--- config.mk ---
export PLATFORM = sky130hd
export DESIGN_NAME = vlrm_cmd_fifo
export DESIGN_NICKNAME = d
export VERILOG_FILES = /design/src/rtl/vlrm_pkg.sv /design/src/rtl/vlrm_cmd_fifo.sv
export SDC_FILE = /design/constraint.sdc
export NUM_CORES = 1
export LEC_CHECK = 0
export BUFFER_PORTS_ARGS = -buffer_cell sky130_fd_sc_hd__buf_2
export CORE_ASPECT_RATIO = 1.4
export CORE_UTILIZATION = 35
export DETAILED_ROUTE_END_ITERATION = 10
export PLACE_DENSITY_LB_ADDON = 0.3
export SLEW_MARGIN = 30
export SYNTH_ARGS = -nofsm -noshare
export SYNTH_HDL_FRONTEND = slang
export SYNTH_SLANG_ARGS = --single-unit
--- constraint.sdc ---
create_clock -name clk_i -period 6.85 [get_ports clk_i]
set_clock_uncertainty 0.1 [all_clocks]
set_input_delay 1.0275 -clock clk_i [delete_from_list [all_inputs] [get_ports clk_i]]
set_output_delay 1.0275 -clock clk_i [all_outputs]
set_load 0.01 [all_outputs]
--- src/rtl/vlrm_pkg.sv ---
// Shared types and constants of the video level range monitor.
package vlrm_pkg;

  localparam int NUM_CH     = 3;
  localparam int LEVELS     = 256;
  localparam int LEVEL_W    = 8;
  localparam int CNT_W      = 25;
  localparam int FRAME_W    = 32;
  localparam int CFG_W      = 13;
  localparam int CFG_IDX_W  = 3;
  localparam int FIFO_DEPTH = 4;
  localparam int FIFO_AW    = 2;

  // Crop is w / 20, done as a multiply by a reciprocal and a shift.
  localparam int DIM_MIN    = 20;
  localparam int CROP_RECIP = 52429;
  localparam int CROP_SHIFT = 20;

  localparam logic [CFG_W-1:0]   RST_FRAME_WIDTH  = 13'd720;
  localparam logic [CFG_W-1:0]   RST_FRAME_HEIGHT = 13'd576;
  localparam logic [LEVEL_W-1:0] RST_OVER_LIMIT   = 8'd235;
  localparam logic [LEVEL_W-1:0] RST_OVER_LIMIT1  = 8'd240;
  localparam logic [LEVEL_W-1:0] RST_UNDER_LIMIT  = 8'd16;
  localparam logic [LEVEL_W-1:0] VALLEY_INIT      = 8'd255;

  localparam logic REPORT_FRAME = 1'b0;
  localparam logic REPORT_HIST  = 1'b1;

  typedef enum logic [1:0] {
    OP_BYTE  = 2'd0,
    OP_READ  = 2'd1,
    OP_CLEAR = 2'd2
  } op_e;

  typedef enum logic [CFG_IDX_W-1:0] {
    CFG_FRAME_WIDTH  = 3'd0,
    CFG_FRAME_HEIGHT = 3'd1,
    CFG_PIXEL_FORMAT = 3'd2,
    CFG_OVER_LIMIT   = 3'd3,
    CFG_OVER_LIMIT1  = 3'd4,
    CFG_UNDER_LIMIT  = 3'd5
  } cfg_idx_e;

  typedef enum logic [1:0] {
    CMD_FRAME = 2'd0,
    CMD_READ  = 2'd1,
    CMD_CLEAR = 2'd2
  } cmd_kind_e;

  typedef struct packed {
    cmd_kind_e                          kind;
    logic [FRAME_W-1:0]                 frame_number;
    logic [LEVEL_W-1:0]                 bin;
    logic [NUM_CH-1:0][CNT_W-1:0]       over;
    logic [NUM_CH-1:0][CNT_W-1:0]       under;
    logic [NUM_CH-1:0][LEVEL_W-1:0]     peak;
    logic [NUM_CH-1:0][LEVEL_W-1:0]     valley;
  } cmd_t;

endpackage

--- src/rtl/vlrm_cmd_fifo.sv ---
// Short command queue between the front and the back.
module vlrm_cmd_fifo
  import vlrm_pkg::*;
(
  input  logic clk_i,
  input  logic rst_ni,
  input  logic push_i,
  input  cmd_t cmd_i,
  input  logic pop_i,
  output cmd_t cmd_o,
  output logic full_o,
  output logic empty_o
);

  cmd_t                 mem_q [FIFO_DEPTH];
  logic [FIFO_AW-1:0]   wr_q, rd_q;
  logic [FIFO_AW:0]     cnt_q;

  always_ff @(posedge clk_i or negedge rst_ni) begin
    if (!rst_ni) begin
      wr_q  <= '0;
      rd_q  <= '0;
      cnt_q <= '0;
    end else begin
      if (push_i) begin
        wr_q <= wr_q + 1'b1;
      end
      if (pop_i) begin
        rd_q <= rd_q + 1'b1;
      end
      cnt_q <= cnt_q + (FIFO_AW+1)'(push_i) - (FIFO_AW+1)'(pop_i);
    end
  end

  always_ff @(posedge clk_i) begin
    if (push_i) begin
      mem_q[wr_q] <= cmd_i;
    end
  end

  assign cmd_o   = mem_q[rd_q];
  assign full_o  = (cnt_q == (FIFO_AW+1)'(FIFO_DEPTH));
  assign empty_o = (cnt_q == '0);

  a_no_overflow: assert property (@(posedge clk_i) disable iff (!rst_ni)
    push_i |-> (!full_o || pop_i)) else $error("command queue overflow");
  a_no_underflow: assert property (@(posedge clk_i) disable iff (!rst_ni)
    pop_i |-> !empty_o) else $error("command queue underflow");
  a_count_step: assert property (@(posedge clk_i) disable iff (!rst_ni)
    (push_i && !pop_i) |=> (cnt_q == $past(cnt_q) + 1'b1))
    else $error("queue count did not advance on push");

endmodule

==> results of run 1 <==
## cells in the final DEF (no fill, tap or decap), types with 3 or more instances in the layout
cell type | Yosys | routed
and2_4 | 0 | 4
buf_12 | 0 | 11
buf_16 | 0 | 3
buf_2 | 26 | 485
buf_4 | 0 | 3
bufinv_16 | 0 | 10
clkbuf_1 | 7 | 10
clkbuf_16 | 0 | 96
clkinv_1 | 0 | 19
clkinv_2 | 0 | 15
clkinvlp_4 | 0 | 10
dfrtp_1 | 7 | 5
diode_2 | 0 | 6
edfxtp_1 | 960 | 960
ha_1 | 6 | 6
inv_1 | 6 | 6
inv_16 | 0 | 3
mux4_2 | 240 | 240
xnor2_1 | 3 | 3
## flip-flops by register name, indices dropped and copies added, names as in the netlist
signal	cells
mem_q	960
wr_q	2
rd_q	2
cnt_q	3
## power by group through the flow
stage / Sequential (mW) / Combinational, mW / Clock, mW
global placement: 8.12 / 5.29 / 0
finish: 8.04 / 5.17 / 5.15
detailed placement: 8.19 / 5.30 / 0
CTS: 8.06 / 5.32 / 5.30
global route: 8.14 / 5.56 / 5.50
floorplan: 8.12 / 3.39 / 0
## path summary, 6_finish.rpt
| check | start | to | slack (ns) | cells after the start |
|---|---|---|---|---|
| worst max-delay path | rd_q[0] | cmd_o[127] | 2.51 | 4 |
| worst min-delay path | rst_ni | cnt_q[2] | 0.09 | 1 |
| worst max register to register | wr_q[0] | mem_q[0][145] | 4.41 | 4 |
| worst min register to register | wr_q[0] | wr_q[0] | 0.43 | 1 |
| max in group asynchronous | rst_ni | rd_q[1] | 6.38 | 1 |
| min in group clk_i | wr_q[0] | wr_q[0] | 0.43 | 1 |
## cell families after synthesis
group | Yosys count | share of synthesized area, %
DFF | 967 | 82.84
buffers and inverters | 60 | 1.186
muxes | 240 | 15.44
adders and majority gates | 7 | 0.2716
xor gates and xnor gates | 5 | 0.1251
AOI/OAI and AO/OA | 1 | 0.01428
and+or+nand+nor | 8 | 0.1251
## per-stage QoR
| stage | setup slack [ns] | util (%) | cells | cell area [µm²] |
|---|---|---|---|---|
| 2_1_floorplan | 2.322 | - | 1288 | 35020 |
| 4_1_cts | 2.431 | 42.60 | 3212 | 42040 |
| 3_3_place_gp | 3.201 | 39.46 | 3044 | 38950 |
| 5_1_grt | 2.238 | 42.69 | 3219 | 42140 |
| 3_5_place_dp | 3.199 | 39.46 | 3044 | 38950 |
| 6_report | 2.514 | 42.70 | 3221 | 42140 |
## final cells by class
class	instances	area share, %
flip-flops and latches	967	68.84
multi-input cells	261	13.30
repair buffers	502	6.532
clock buffers	108	5.855
well taps	1311	3.893
clock inverters	60	1.493
inverters	6	0.05344
diodes	6	0.03563
## Yosys cell counts (all sizes together)
| master | n |
|---|---|
| clkbuf | 7 |
| and2 | 4 |
| mux4 | 240 |
| buf | 47 |
| nor3 | 1 |
| inv | 6 |
| xor2 | 2 |
| xnor2 | 3 |
| o21ai | 1 |
| edfxtp | 960 |
| dfrtp | 7 |
| fa | 1 |
| ha | 6 |
| nand2 | 2 |
| and3 | 1 |
## routing by layer
layer  share of wire, %  GRT usage [%]  up-vias
li1                   -              -     6712
met5               0.20              0        -
met1                 38          16.59     8199
met4                2.6          5.575       24
met2                 51          23.93      468
met3                8.0          5.155      117
==> metrics.md, run 1 <==
| Metric | Value |
|---|---|
| Wire per inst | `22.43 µm` |
| Die X | `269.3 µm` |
| Max-Cap Viols | `0` |
| Setup tns final | `0 ns` |
| Cell Area, Synth | `35,010 µm²` |
| Distinct cells, synth | `16` |
| Reg power frac | `43.8%` |
| WP data required | `5.72 ns` |
| Storage element area | `29,010 µm²` |
| Switching pwr | `5.357 mW` |
| Final net count | `2,082` |
| Avg Cell Area, Syn | `27.18 µm²` |
| CP Class | `register to output port` |
| Slew margin rel. | `31.04%` |
| Clock Tree Buf Depth | `3` |
| TritonCTS Buffers | `93` |
| CTS tree | `built` |
| H-Tree Depth | `3` |
| Worst path slowest cell | `dfrtp_4` |
| Die Ht | `376.2 µm` |
| Starting DRT DRC Count | `884` |
| Post-CTS setup buffers | `0` |
| Antenna Nets Post-Route | `0` |
| Endpoints failing setup | `0` |
| Hold Vio Cnt, Final | `0` |
| Worst vdd ir | `292.2 µV` |
| First-pass iteration count of the detailed router | `5` |
| WP data arrival | `3.21 ns` |
| Cts hold-fix bufs | `0` |
| Combinational fraction of design power | `28.2%` |
| Post-detail-place hpwl | `43.22 mm` |
| Total track usage | `14.24%` |
| Mapped Cells | `1,288` |
| Overall Power | `18.36 mW` |
| Post-synthesis register bit count | `967` |
| Slowest cell delay on critical path | `0.79 ns` |
| # rows | `136` |
| Synth top area share | `82.34%` |
| Worst path top cell family by delay | `buffers and inverters` |
| Largest cells by area after synthesis | `edfxtp_1 (82%), mux4_2 (15%), buf_6 (0.68%)` |
| Vias in the first global route | `16,670` |
| Via/cell ratio | `4.818` |
| Achievable Freq | `0.2306 GHz` |
| Synth-to-Final Area Change | `20.36%` |
| Total Wirelength | `72.26 mm` |
| Post-layout min period | `4.336 ns` |
| Switching share of power | `29.17%` |
| Clk_lat worst skew | `0.66 ns` |
| Initial antenna violation count | `20` |
| Internal Power | `13.01 mW` |
| Status | `finished, final reports clean` |
| Worst min path class | `input port to async pin` |
| Pwr Density | `435.8 nW/µm²` |
| Yosys warns | `0` |
| I/O pins | `486` |
| Via Count | `15,520` |
| Yosys top cell by area | `edfxtp_1` |
| CP Capture Type | `output port` |
| Final Max Slew Viols | `0` |
| Syn nets | `1,539` |
| First-pass GRT wire length | `107.8 mm` |
| Core ar. | `98,690 µm²` |
| Fill count | `8,559` |
| Share of cells above drive strength 1 | `46.59%` |
| Least-Margin Pin Slew | `1.034 ns` |
| Clock power frac | `28.0%` |
| Cells along the critical path | `buf_12 -> buf_16 -> mux4_2 -> buf_2` |
| Total grt overflow | `0` |
| Worst Path Buf+Inv | `3` |
| Post-CTS Resized | `0` |
| Hold_ws | `0.09074 ns` |
| Clk root buf | `clkbuf_16` |
| Tcrit/Tclk final | `63.30%` |
| Sequential-to-total area share from yosys stat | `82.84%` |
| CP Max Fanout | `70` |
| Starting Density | `35.47%` |
| Clock Pin Slew Worst Setup and Hold Paths | `0.06 ns` |
| Multi-input logic area | `5603 µm²` |
| Static leakage | `14.10 nW` |
| Port bufs | `485` |
| Largest net degree at the start of global routing | `133` |
| Placer congestion estimate | `0.7239` |
| Die area | `101,300 µm²` |
| Remaining DRCs | `0` |
| Startpoint Class | `register` |
| RSZ-0062 raised after global routing | `no` |
| Clock sink total | `967` |
Power figures use the tool's default switching activity.
==> run 2: changes to the inputs <==
- clock period: 6.85 -> 4.5 ns (I/O delays scaled with it)
==> run 2 against run 1 <==
Effect of this change:
- setup slack worse by 1.5 ns
- largest cell class unchanged
- sequential share of layout area is 0.40 points lower
- wire length rose by 3.3%
- design area up 0.59%
- critical path type unchanged
- via count is 1.5% higher
- count of clock-buffer cells in the layout rose by 7
- non-clock buffer count rose by 27
- combinational power is 55% higher
==> metrics.md, run 2 (same netlist as run 1, synthesis figures left out) <==
| Metric | Value |
|---|---|
| Crit path capture | `cmd_o[112] (was cmd_o[127])` |
| Setup tns final | `0 ns (unchanged)` |
| Clk_lat worst skew | `0.65 ns (was 0.66 ns)` |
| Startpoint Class | `register (unchanged)` |
| Placer congestion estimate | `0.7303 (was 0.7239)` |
| First-pass GRT wire length | `111.9 mm (was 107.8 mm)` |
| Multi-input logic area | `5603 µm² (unchanged)` |
| Post-place setup slack | `1.551 ns (was 3.199 ns)` |
| Worst vdd ir | `406.0 µV (was 292.2 µV)` |
| Achievable Freq | `0.2831 GHz` |
| Via/cell ratio | `4.849 (was 4.818)` |
| Final net count | `2,109 (was 2,082)` |
| Via Count | `15,760 (was 15,520)` |
| Hold Vio Cnt, Final | `0 (unchanged)` |
| Starting Density | `35.47% (unchanged)` |
| TritonCTS Buffers | `93 (unchanged)` |
| Clock Pin Slew Worst Setup and Hold Paths | `0.06 ns (about the same)` |
| CP Capture Type | `output port (unchanged)` |
| First-pass iteration count of the detailed router | `5 (unchanged)` |
| Total track usage | `14.83% (was 14.24%)` |
| Register-to-Register Path Depth | `4 (unchanged)` |
| Vias in the first global route | `17,350 (was 16,670)` |
| R2r endpoint | `mem_q[2][208] (was mem_q[0][145])` |
| Die Ht | `376.2 µm (unchanged)` |
| Total grt overflow | `0 (unchanged)` |
| Storage element area | `29,010 µm² (unchanged)` |
| Wire per inst | `22.97 µm (was 22.43 µm)` |
| Clock sink total | `967 (unchanged)` |
| RSZ-0062 raised after global routing | `no (unchanged)` |
| CTS tree | `built (unchanged)` |
| Static leakage | `14.25 nW (was 14.10 nW)` |
| CP Class | `register to output port (unchanged)` |
| H-Tree Depth | `3 (unchanged)` |
| Clock Tree Buf Depth | `3 (unchanged)` |
| Top Registers | `mem_q (960), cnt_q (3) (unchanged)` |
| Max-Cap Viols | `0 (unchanged)` |
| Most flops, register | `mem_q (unchanged)` |
| Tcrit/Tclk final | `78.49%` |
| Antenna Nets Post-Route | `0 (unchanged)` |
| Worst Setup SP | `rd_q[0] (unchanged)` |
| Critical R2R Launch | `wr_q[0] (unchanged)` |
| Remaining DRCs | `0 (unchanged)` |
| Share of cells above drive strength 1 | `46.97% (was 46.59%)` |
| Initial antenna violation count | `24 (was 20)` |
| Largest net degree at the start of global routing | `94 (was 133)` |
| Most common cell after layout, fill and taps aside | `edfxtp_1 (unchanged)` |
| Endpoints failing setup | `0 (unchanged)` |
| Status | `finished, final reports clean (unchanged)` |
| Core ar. | `98,690 µm² (unchanged)` |
| Die area | `101,300 µm² (unchanged)` |
| Worst min path class | `input port to register (was input port to async pin)` |
| Largest register FFs | `960 (unchanged)` |
| Post-layout min period | `3.532 ns` |
| WP data arrival | `2.76 ns (was 3.21 ns)` |
| Port bufs | `485 (unchanged)` |
| Starting DRT DRC Count | `1,101 (was 884)` |
| Post-CTS Resized | `0 (unchanged)` |
| Total Wirelength | `74.66 mm (was 72.26 mm)` |
| Fill count | `8,573 (was 8,559)` |
| I/O pins | `486 (unchanged)` |
| Synth-to-Final Area Change | `21.07% (was 20.36%)` |
| Slew margin rel. | `41.29% (was 31.04%)` |
| Pwr Density | `662.6 nW/µm² (was 435.8 nW/µm²)` |
| CP Max Fanout | `64 (was 70)` |
| Die X | `269.3 µm (unchanged)` |
| Clk root buf | `clkbuf_16 (unchanged)` |
| # rows | `136 (unchanged)` |
| Least-Margin Pin Slew | `0.8807 ns (was 1.034 ns)` |
| Final worst setup slack | `0.9680 ns (was 2.514 ns)` |
| Commonest cells after routing, fill and taps aside | `edfxtp_1 (960), buf_2 (485), mux4_2 (240) (unchanged)` |
| Post-detail-place hpwl | `47.38 mm (was 43.22 mm)` |
| WP data required | `3.72 ns (was 5.72 ns)` |
| Internal reg-to-reg setup slack | `2.07 ns (was 4.41 ns)` |
| Final Max Slew Viols | `0 (unchanged)` |
run 2: cell types whose count changed in the layout (fill, tap and decap cells not counted):
cell / delta
buf_4: +22
clkbuf_1: +9
buf_12: +7
clkinv_4: +5
clkinvlp_4: -5
clkinv_2: -4
buf_16: -3
clkbuf_8: -2
clkinv_1: -2
bufinv_16: +1
dlygate4sd3_1: +1
run 2: repair_timing:
action,in CTS,in global routing
buffers inserted,0,0
endpoints found under the setup margin,0,0
hold endpoints to repair,7,0
hold buffers,1,0
run 2: power breakdown:
part           total (mW)  internal [mW]  leakage [nW]  switching [mW]
registers            12.2           11.8          8.90           0.475
logic                8.00           3.56          3.85            4.43
clock network        7.86           4.57          1.50            3.29
total                28.1           19.9          14.3            8.20
run 2: worst min path at each step:
stage          slack, ns  cells past startpoint           end  startpoint
2_1_floorplan       0.28                      0      cnt_q[0]      rst_ni
3_3_place_gp        0.41                      1      cnt_q[0]      rst_ni
3_5_place_dp        0.42                      1      cnt_q[2]      rst_ni
4_1_cts             0.03                      1  mem_q[1][45]   cmd_i[45]
5_1_grt             0.06                      1  mem_q[0][45]   cmd_i[45]
6_report            0.12                      1  mem_q[1][45]   cmd_i[45]
run 2: worst max-delay path, cell delays in order, from the launching register on:
cell,delay (ns)
dfrtp_4,0.71
buf_12,0.40
mux4_2,0.62
buf_2,0.17
run 2: metal layers:
layer / share of wire, % / vias up / routed length, µm / GRT usage, %
met4: 2.7 / 28 / 2020 / 5.510
met1: 39 / 8348 / 29020 / 18.02
met3: 7.8 / 145 / 5820 / 5.015
met5: 0.23 / - / 175 / 0
met2: 50 / 478 / 37630 / 24.51
li1: - / 6760 / - / -
run 2: through the flow:
stage               hold slack [ns]  area (µm²)  instances  utilization (%)  power (mW)
floorplan                    0.2794       35020       1288                -       17.51
global placement             0.4083       39250       3073            39.77       20.56
detailed placement           0.4182       39250       3073            39.77       20.70
CTS                         0.02995       42370       3244            42.93       28.65
global route                0.06070       42380       3248            42.94       29.39
finish                       0.1162       42390       3250            42.95       28.09
run 2: final cells by class:
cell class                 instances  area share, %
sequential                       967          68.44
inverter                           6        0.05313
multi-input combinational        261          13.22
clock inverter                    55          1.505
timing repair buffer             529          7.043
tap                             1311          3.870
clock buffer                     115          5.836
antenna                            6        0.03542
