## src/rtl/vlrm_pkg.sv

```systemverilog
// Shared types and constants of the video level range monitor.
package vlrm_pkg;

  localparam int NUM_CH     = 3;
  localparam int LEVELS     = 256;
  localparam int LEVEL_W    = 8;
  localparam int CNT_W      = 25;
  localparam int FRAME_W    = 32;
  localparam int CFG_W      = 13;
  localparam int CFG_IDX_W  = 3;
  localparam int FIFO_DEPTH = 4;
  localparam int FIFO_AW    = 2;

  // Crop is w / 20, done as a multiply by a reciprocal and a shift.
  localparam int DIM_MIN    = 20;
  localparam int CROP_RECIP = 52429;
  localparam int CROP_SHIFT = 20;

  localparam logic [CFG_W-1:0]   RST_FRAME_WIDTH  = 13'd720;
  localparam logic [CFG_W-1:0]   RST_FRAME_HEIGHT = 13'd576;
  localparam logic [LEVEL_W-1:0] RST_OVER_LIMIT   = 8'd235;
  localparam logic [LEVEL_W-1:0] RST_OVER_LIMIT1  = 8'd240;
  localparam logic [LEVEL_W-1:0] RST_UNDER_LIMIT  = 8'd16;
  localparam logic [LEVEL_W-1:0] VALLEY_INIT      = 8'd255;

  localparam logic REPORT_FRAME = 1'b0;
  localparam logic REPORT_HIST  = 1'b1;

  typedef enum logic [1:0] {
    OP_BYTE  = 2'd0,
    OP_READ  = 2'd1,
    OP_CLEAR = 2'd2
  } op_e;

  typedef enum logic [CFG_IDX_W-1:0] {
    CFG_FRAME_WIDTH  = 3'd0,
    CFG_FRAME_HEIGHT = 3'd1,
    CFG_PIXEL_FORMAT = 3'd2,
    CFG_OVER_LIMIT   = 3'd3,
    CFG_OVER_LIMIT1  = 3'd4,
    CFG_UNDER_LIMIT  = 3'd5
  } cfg_idx_e;

  typedef enum logic [1:0] {
    CMD_FRAME = 2'd0,
    CMD_READ  = 2'd1,
    CMD_CLEAR = 2'd2
  } cmd_kind_e;

  typedef struct packed {
    cmd_kind_e                          kind;
    logic [FRAME_W-1:0]                 frame_number;
    logic [LEVEL_W-1:0]                 bin;
    logic [NUM_CH-1:0][CNT_W-1:0]       over;
    logic [NUM_CH-1:0][CNT_W-1:0]       under;
    logic [NUM_CH-1:0][LEVEL_W-1:0]     peak;
    logic [NUM_CH-1:0][LEVEL_W-1:0]     valley;
  } cmd_t;

endpackage

```

## src/rtl/vlrm_if.sv

```systemverilog
// Handshake interfaces for the input items and the result beats.
interface vlrm_in_if;
  logic       valid;
  logic       ready;
  logic [1:0] opcode;
  logic [7:0] sample;
  logic [7:0] bin_index;
  modport source (output valid, opcode, sample, bin_index, input ready);
  modport sink (input valid, opcode, sample, bin_index, output ready);
endinterface


```

## src/rtl/vlrm_front.sv

```systemverilog
// Front part: takes input items, tracks frame position and running statistics.
module vlrm_front
  import vlrm_pkg::*;
#(
  parameter int MAX_WIDTH  = 4096,
  parameter int MAX_HEIGHT = 4096
) (
  input  logic                 clk_i,
  input  logic                 rst_ni,
  vlrm_in_if.sink              item_i,
  input  logic                 cfg_we_i,
  input  logic [CFG_IDX_W-1:0] cfg_idx_i,
  input  logic [CFG_W-1:0]     cfg_data_i,
  input  logic                 init_done_i,
  input  logic                 full_i,
  output logic                 push_o,
  output cmd_t                 cmd_o
);

  localparam int DW = $clog2(MAX_WIDTH + 1);
  localparam int HW = $clog2(MAX_HEIGHT + 1);

  logic [CFG_W-1:0]   fw_q, fh_q;
  logic               yuv_q;
  logic [LEVEL_W-1:0] ol_q, ol1_q, ul_q;
  logic               cfg_we_q;

  // Plane geometry, registered from the configuration.
  logic [DW-1:0] lpw_q, lx0_q, lx1_q, cpw_q, cx0_q, cx1_q;
  logic [HW-1:0] lph_q, ly0_q, ly1_q, cph_q, cy0_q, cy1_q;
  logic [CFG_W:0] wc, hc;
  logic [DW-1:0]  w_d, offx_d;
  logic [HW-1:0]  h_d, offy_d;
  logic [CFG_W+16:0] prodx, prody;

  always_comb begin
    wc = {1'b0, fw_q};
    if (wc < (CFG_W+1)'(DIM_MIN)) begin
      wc = (CFG_W+1)'(DIM_MIN);
    end else if (wc > (CFG_W+1)'(MAX_WIDTH)) begin
      wc = (CFG_W+1)'(MAX_WIDTH);
    end
    hc = {1'b0, fh_q};
    if (hc < (CFG_W+1)'(DIM_MIN)) begin
      hc = (CFG_W+1)'(DIM_MIN);
    end else if (hc > (CFG_W+1)'(MAX_HEIGHT)) begin
      hc = (CFG_W+1)'(MAX_HEIGHT);
    end
    w_d    = wc[DW-1:0];
    h_d    = hc[HW-1:0];
    prodx  = (CFG_W+17)'(wc) * (CFG_W+17)'(CROP_RECIP);
    prody  = (CFG_W+17)'(hc) * (CFG_W+17)'(CROP_RECIP);
    offx_d = DW'(prodx >> CROP_SHIFT);
    offy_d = HW'(prody >> CROP_SHIFT);
  end

  always_ff @(posedge clk_i) begin
    lpw_q <= w_d;
    lx0_q <= offx_d;
    lx1_q <= w_d - offx_d;
    cpw_q <= w_d >> 1;
    cx0_q <= offx_d >> 1;
    cx1_q <= (w_d - offx_d) >> 1;
    lph_q <= h_d;
    ly0_q <= offy_d;
    ly1_q <= h_d - offy_d;
    cph_q <= h_d >> 1;
    cy0_q <= offy_d >> 1;
    cy1_q <= (h_d - offy_d) >> 1;
  end

  always_ff @(posedge clk_i or negedge rst_ni) begin
    if (!rst_ni) begin
      fw_q     <= RST_FRAME_WIDTH;
      fh_q     <= RST_FRAME_HEIGHT;
      yuv_q    <= 1'b0;
      ol_q     <= RST_OVER_LIMIT;
      ol1_q    <= RST_OVER_LIMIT1;
      ul_q     <= RST_UNDER_LIMIT;
      cfg_we_q <= 1'b1;
    end else begin
      cfg_we_q <= cfg_we_i;
      if (cfg_we_i) begin
        case (cfg_idx_i)
          CFG_FRAME_WIDTH:  fw_q  <= cfg_data_i;
          CFG_FRAME_HEIGHT: fh_q  <= cfg_data_i;
          CFG_PIXEL_FORMAT: yuv_q <= cfg_data_i[0];
          CFG_OVER_LIMIT:   ol_q  <= cfg_data_i[LEVEL_W-1:0];
          CFG_OVER_LIMIT1:  ol1_q <= cfg_data_i[LEVEL_W-1:0];
          CFG_UNDER_LIMIT:  ul_q  <= cfg_data_i[LEVEL_W-1:0];
          default: ;
        endcase
      end
    end
  end

  // The geometry registers are loaded from the registered configuration, so they lag a configuration write.
  logic accept;
  assign item_i.ready = init_done_i && !full_i && !cfg_we_i && !cfg_we_q;
  assign accept       = item_i.valid && item_i.ready;

  logic [DW-1:0]  col_q, col_d;
  logic [HW-1:0]  row_q, row_d;
  logic [1:0]     phase_q, phase_d;
  logic [FRAME_W-1:0] frames_q, frames_d;
  logic [NUM_CH-1:0][CNT_W-1:0]   over_q, over_d, under_q, under_d;
  logic [NUM_CH-1:0][LEVEL_W-1:0] peak_q, peak_d, valley_q, valley_d;

  logic          chroma, inwin, frame_end;
  logic [DW-1:0] pw, x0, x1;
  logic [HW-1:0] ph, y0, y1;
  logic [DW:0]   col_inc;
  logic [HW:0]   row_inc;
  logic [LEVEL_W-1:0] lim;
  logic [1:0]    ch;

  always_comb begin
    ch      = phase_q;
    chroma  = yuv_q && (ch != 2'd0);
    pw      = chroma ? cpw_q : lpw_q;
    x0      = chroma ? cx0_q : lx0_q;
    x1      = chroma ? cx1_q : lx1_q;
    ph      = chroma ? cph_q : lph_q;
    y0      = chroma ? cy0_q : ly0_q;
    y1      = chroma ? cy1_q : ly1_q;
    lim     = (yuv_q && ch == 2'd1) ? ol1_q : ol_q;
    inwin   = (col_q >= x0) && (col_q < x1) && (row_q >= y0) && (row_q < y1);
    col_inc = {1'b0, col_q} + 1'b1;
    row_inc = {1'b0, row_q} + 1'b1;

    col_d     = col_q;
    row_d     = row_q;
    phase_d   = phase_q;
    frames_d  = frames_q;
    over_d    = over_q;
    under_d   = under_q;
    peak_d    = peak_q;
    valley_d  = valley_q;
    frame_end = 1'b0;
    push_o    = 1'b0;

    cmd_o              = '0;
    cmd_o.kind         = CMD_READ;
    cmd_o.frame_number = frames_q;
    cmd_o.bin          = item_i.bin_index;

    if (accept) begin
      if (item_i.opcode == OP_READ) begin
        push_o = 1'b1;
      end else if (item_i.opcode == OP_CLEAR) begin
        push_o     = 1'b1;
        cmd_o.kind = CMD_CLEAR;
        frames_d   = '0;
      end else if (item_i.opcode == OP_BYTE) begin
        if (inwin) begin
          if (item_i.sample > lim) begin
            over_d[ch] = over_q[ch] + 1'b1;
          end
          if (item_i.sample < ul_q) begin
            under_d[ch] = under_q[ch] + 1'b1;
          end
          if (item_i.sample > peak_q[ch]) begin
            peak_d[ch] = item_i.sample;
          end
          if (item_i.sample < valley_q[ch]) begin
            valley_d[ch] = item_i.sample;
          end
        end
        if (!yuv_q) begin
          if (phase_q == 2'd2) begin
            phase_d = 2'd0;
            col_d   = col_inc[DW-1:0];
            if (col_inc >= {1'b0, pw}) begin
              col_d = '0;
              row_d = row_inc[HW-1:0];
              if (row_inc >= {1'b0, ph}) begin
                row_d     = '0;
                frame_end = 1'b1;
              end
            end
          end else begin
            phase_d = phase_q + 1'b1;
          end
        end else begin
          col_d = col_inc[DW-1:0];
          if (col_inc >= {1'b0, pw}) begin
            col_d = '0;
            row_d = row_inc[HW-1:0];
            if (row_inc >= {1'b0, ph}) begin
              row_d = '0;
              if (phase_q == 2'd2) begin
                phase_d   = 2'd0;
                frame_end = 1'b1;
              end else begin
                phase_d = phase_q + 1'b1;
              end
            end
          end
        end
        if (frame_end) begin
          push_o             = 1'b1;
          frames_d           = frames_q + 1'b1;
          cmd_o.kind         = CMD_FRAME;
          cmd_o.frame_number = frames_d;
          cmd_o.over         = over_d;
          cmd_o.under        = under_d;
          cmd_o.peak         = peak_d;
          cmd_o.valley       = valley_d;
          over_d             = '0;
          under_d            = '0;
          peak_d             = '0;
          valley_d           = {NUM_CH{VALLEY_INIT}};
        end
      end
    end
  end

  always_ff @(posedge clk_i or negedge rst_ni) begin
    if (!rst_ni) begin
      col_q    <= '0;
      row_q    <= '0;
      phase_q  <= '0;
      frames_q <= '0;
      over_q   <= '0;
      under_q  <= '0;
      peak_q   <= '0;
      valley_q <= {NUM_CH{VALLEY_INIT}};
    end else begin
      col_q    <= col_d;
      row_q    <= row_d;
      phase_q  <= phase_d;
      frames_q <= frames_d;
      over_q   <= over_d;
      under_q  <= under_d;
      peak_q   <= peak_d;
      valley_q <= valley_d;
    end
  end

  a_phase_range: assert property (@(posedge clk_i) disable iff (!rst_ni)
    phase_q != 2'd3) else $error("channel phase out of range");
  a_push_when_room: assert property (@(posedge clk_i) disable iff (!rst_ni)
    push_o |-> !full_i) else $error("command pushed into a full queue");
  a_frame_restarts: assert property (@(posedge clk_i) disable iff (!rst_ni)
    (push_o && cmd_o.kind == CMD_FRAME) |=> (col_q == '0 && row_q == '0 && phase_q == '0))
    else $error("frame end did not restart position");

endmodule

```

## src/flat_wrapper.sv

```systemverilog
// flat-port wrapper written by rule: the top's interface ports become plain ports
module vlrm_front_flat import vlrm_pkg::*;
#(
  parameter int MAX_WIDTH  = 4096,
  parameter int MAX_HEIGHT = 4096
)
  (clk_i, rst_ni, cfg_we_i, cfg_idx_i, cfg_data_i, init_done_i, full_i, push_o, cmd_o, item_i_valid, item_i_opcode, item_i_sample, item_i_bin_index, item_i_ready);
  vlrm_in_if item_i_i ();
  input  logic clk_i;
  input  logic rst_ni;
  input  logic cfg_we_i;
  input  logic [CFG_IDX_W-1:0] cfg_idx_i;
  input  logic [CFG_W-1:0] cfg_data_i;
  input  logic init_done_i;
  input  logic full_i;
  output logic push_o;
  output cmd_t cmd_o;
  input wire logic [$bits(item_i_i.valid)-1:0] item_i_valid;
  input wire logic [$bits(item_i_i.opcode)-1:0] item_i_opcode;
  input wire logic [$bits(item_i_i.sample)-1:0] item_i_sample;
  input wire logic [$bits(item_i_i.bin_index)-1:0] item_i_bin_index;
  output wire logic [$bits(item_i_i.ready)-1:0] item_i_ready;
  assign item_i_i.valid = item_i_valid;
  assign item_i_i.opcode = item_i_opcode;
  assign item_i_i.sample = item_i_sample;
  assign item_i_i.bin_index = item_i_bin_index;
  assign item_i_ready = item_i_i.ready;
  vlrm_front #(.MAX_WIDTH(MAX_WIDTH), .MAX_HEIGHT(MAX_HEIGHT)) u_core (.clk_i(clk_i), .rst_ni(rst_ni), .item_i(item_i_i), .cfg_we_i(cfg_we_i), .cfg_idx_i(cfg_idx_i), .cfg_data_i(cfg_data_i), .init_done_i(init_done_i), .full_i(full_i), .push_o(push_o), .cmd_o(cmd_o));
endmodule
```

## config.mk

```make
export PLATFORM = sky130hd
export DESIGN_NAME = vlrm_front_flat
export DESIGN_NICKNAME = d
export VERILOG_FILES = /design/src/rtl/vlrm_pkg.sv /design/src/rtl/vlrm_if.sv /design/src/rtl/vlrm_front.sv /design/src/flat_wrapper.sv
export SDC_FILE = /design/constraint.sdc
export NUM_CORES = 1
export LEC_CHECK = 0
export ABC_CLOCK_PERIOD_IN_PS = 9100
export BUFFER_PORTS_ARGS = -buffer_cell sky130_fd_sc_hd__buf_2
export CORE_MARGIN = 2
export CORE_UTILIZATION = 53
export CTS_CLUSTER_DIAMETER = 200
export DETAILED_ROUTE_END_ITERATION = 8
export HOLD_SLACK_MARGIN = 0.03
export PLACE_DENSITY_LB_ADDON = 0.15
export SLEW_MARGIN = 20
export SYNTH_ARGS = -nofsm -noshare
export SYNTH_HDL_FRONTEND = slang
export SYNTH_SLANG_ARGS = --single-unit
export TNS_END_PERCENT = 1
```

## constraint.sdc

```tcl
create_clock -name clk_i -period 9.1 [get_ports clk_i]
set_input_delay 0.91 -clock clk_i [delete_from_list [all_inputs] [get_ports clk_i]]
set_output_delay 0.91 -clock clk_i [all_outputs]
set_load 0.02 [all_outputs]
```

==> run summary <==
Power Density -> 302 nW/um2
DIE HEIGHT -> 240 um
Grt met3 use -> 0.0441
Seq/Total Area, Yosys -> 0.313
Slew Viols, Final -> 0
Clk sinks -> 380
H-tree levels -> 2
Tot Pwr -> 0.00992 W
Startpoint types -> flop
Busiest grt layer -> met2
Synthesized netlist cell count -> 3,163
Max IR drop VDD -> 0.000295 V
Post-CTS Setup Repair Bufs -> 0
RSZ-0062 raised after global routing -> false
Most frequent cell after synthesis -> nand2_1
EDFF count, synth -> 0
Area leader, netlist -> dfrtp_1
Final worst slack -> 1.30 ns
Setup Viol. Count Final -> 0
Worst path arrival time -> 8.26 ns
Post-route ant nets -> 0
GRT Residual Overflow -> 0
Worst-margin pin slew -> 1.07 ns
Max-cap violations -> 0
Main synth FF type -> dfrtp_1
Tcrit/Tclk final -> 0.857
Hold Vio Cnt, Final -> 0
CTS Hold Buffers Added -> 0
Largest net degree at the start of global routing -> 107
Die Footprint -> 57,500 um2
Routed wire length -> 84,500 um
DRC Markers -> 0
Clock Latency Late Sink -> 0.60 ns
CP peak stage delay -> 0.54 ns
Root Buffer -> clkbuf_16
Initial antenna violation count -> 3
Commonest cells in the synthesized netlist -> nand2_1, ha_1, inv_1
LEAKAGE -> 16.3 nW
M1 GR Usage -> 0.391
Synth Cell Area -> 29,500 um2
Final net count -> 3,780
Core ar. -> 55,000 um2
Min-Delay Path Class -> primary input to asynchronous set/reset pin
Share of post-route cells with drive strength above 1 -> 0.155
Total track usage -> 0.292
Syn_area_per_cell -> 9.31 um2
# port buffers -> 265
1st-iter DRT viols -> 1,787
Fmax -> 128 MHz
Initial core utilization -> 0.536
Cts repair resizes -> 0
Vias -> 24.6k
Longest Clk Path Bufs -> 3
Minimum clock period -> 7.80 ns
CP max stage cell -> dfrtp_1
Netlist cell types -> 87
Status -> finished clean
Worst-path clk slew -> 0.06 ns
Num rows -> 86
Pre-CTS setup slack -> 1.41 ns
CTS tree -> done
First-pass GRT wire length -> 133,000 um
Vias in the first global route -> 24.6k
Hold_ws -> 0.351 ns
DR pass1 iterations -> 5
IO Count -> 282
Via/cell ratio -> 5.94
Max-slew headroom -> 0.287
Area Growth Syn to Fin -> 11.4%
WL per Instance -> 20.4 um
Synthesized Nets -> 3,593
Synth top area share -> 0.228
Largest fanout on the critical path -> 13
Post-synth ARST share -> 0.816
Number of synthesis warnings -> 0
Setup Skew -> 0.0344 ns
WP data required -> 9.56 ns
Die Wd -> 240 um
CTS Buf Count -> 45
Largest cells by area after synthesis -> dfrtp_1, ha_1, mux2i_1, fa_1, a22o_1
Placer congestion estimate -> 0.920
Met2 Resource Use GR -> 0.488
Crit path capture type -> flop
Half-perimeter wire length after placement -> 61,000 um
Setup TNS -> 0 ns
Worst Path Class, Setup -> flop to flop
Synth Register Bits -> 380
-- cells in the final DEF (no fill, tap or decap), drive strengths merged, types with 42 or more instances in the layout --
cell and n:
a21oi 184, xor2 64, nor2 238, buf 304
clkbuf 76, inv 277, dfstp 42, mux2i 232
nand2 354, mux2 54, xnor2 93, fa 98
nand3 60, o21ai 112, dfxtp 70, a22o 160
dfrtp 268, ha 292
-- worst max-delay path, delay by kind of cell (launching register included) --
family	cells	cell delay (ns)
fa+ha+maj	10	3.81
compound gates	10	2.25
simple gates	4	0.73
flops	1	0.54
xor+xnor	2	0.24
buf+inv	2	0.11
-- cell families after synthesis --
family / Yosys count / synth area share
adder cells (fa/ha/maj): 395 / 0.192
AO/OA/AOI/OAI: 634 / 0.150
multiplexers: 286 / 0.0995
flip-flops: 380 / 0.313
AND/OR/NAND/NOR: 871 / 0.138
buffers and inverters: 440 / 0.0609
XOR/XNOR: 157 / 0.0467
-- sequential cells by signal (all words and copies together), names as in the netlist, 13 cells and up --
name,flops
u_core.peak_q,24
u_core.col_q,13
u_core.fw_q,13
u_core.under_q,75
u_core.over_q,75
u_core.fh_q,13
u_core.valley_q,24
u_core.row_q,13
u_core.frames_q,32
-- worst paths after layout --
kind	depth (start not counted)	endpoint	slack, ns	startpoint
hold reg to reg	1	u_core.ul_q[6]	0.51	u_core.ul_q[6]
min in group clk_i	1	u_core.cfg_we_q	0.48	cfg_we_i
max in group asynchronous	2	u_core.over_q[45]	7.27	rst_ni
setup reg to reg	28	u_core.ly1_q[8]	1.30	u_core.fh_q[12]
hold / removal	1	u_core.under_q[33]	0.35	rst_ni
setup / recovery	28	u_core.ly1_q[8]	1.30	u_core.fh_q[12]
-- power breakdown --
part	internal (W)	switching [W]	leakage, nW
combinational	0.00256	0.00349	10.9
clock	0.00104	0.000748	0.707
sequential	0.00196	0.000123	4.70
-- metrics by stage --
stage,utilization,instance area [um2],std cells
floorplan,-,29500,3163
global placement,0.570,31300,4050
detailed placement,0.570,31300,4050
CTS,0.596,32800,4133
global route,0.597,32800,4134
finish,0.597,32800,4136
-- area by class of cell --
class	instances	area, um2
Antenna cell	2	5.00
Inverter	276	1040
Fill cell	4836	22200
Sequential cell	380	9220
Clock inverter	7	104
Clock buffer	76	1350
Timing Repair Buffer	304	1650
Tap cell	748	936
Multi-Input combinational cell	2343	18500
-- layer usage --
| layer | part of all wire | wire (um) |
|---|---|---|
| met1 | 0.43 | 36700 |
| met2 | 0.48 | 40400 |
| met3 | 0.063 | 5360 |
| met4 | 0.025 | 2090 |
| met5 | 0.000083 | 7 |
Note: power is estimated with default switching activity, not from simulation.
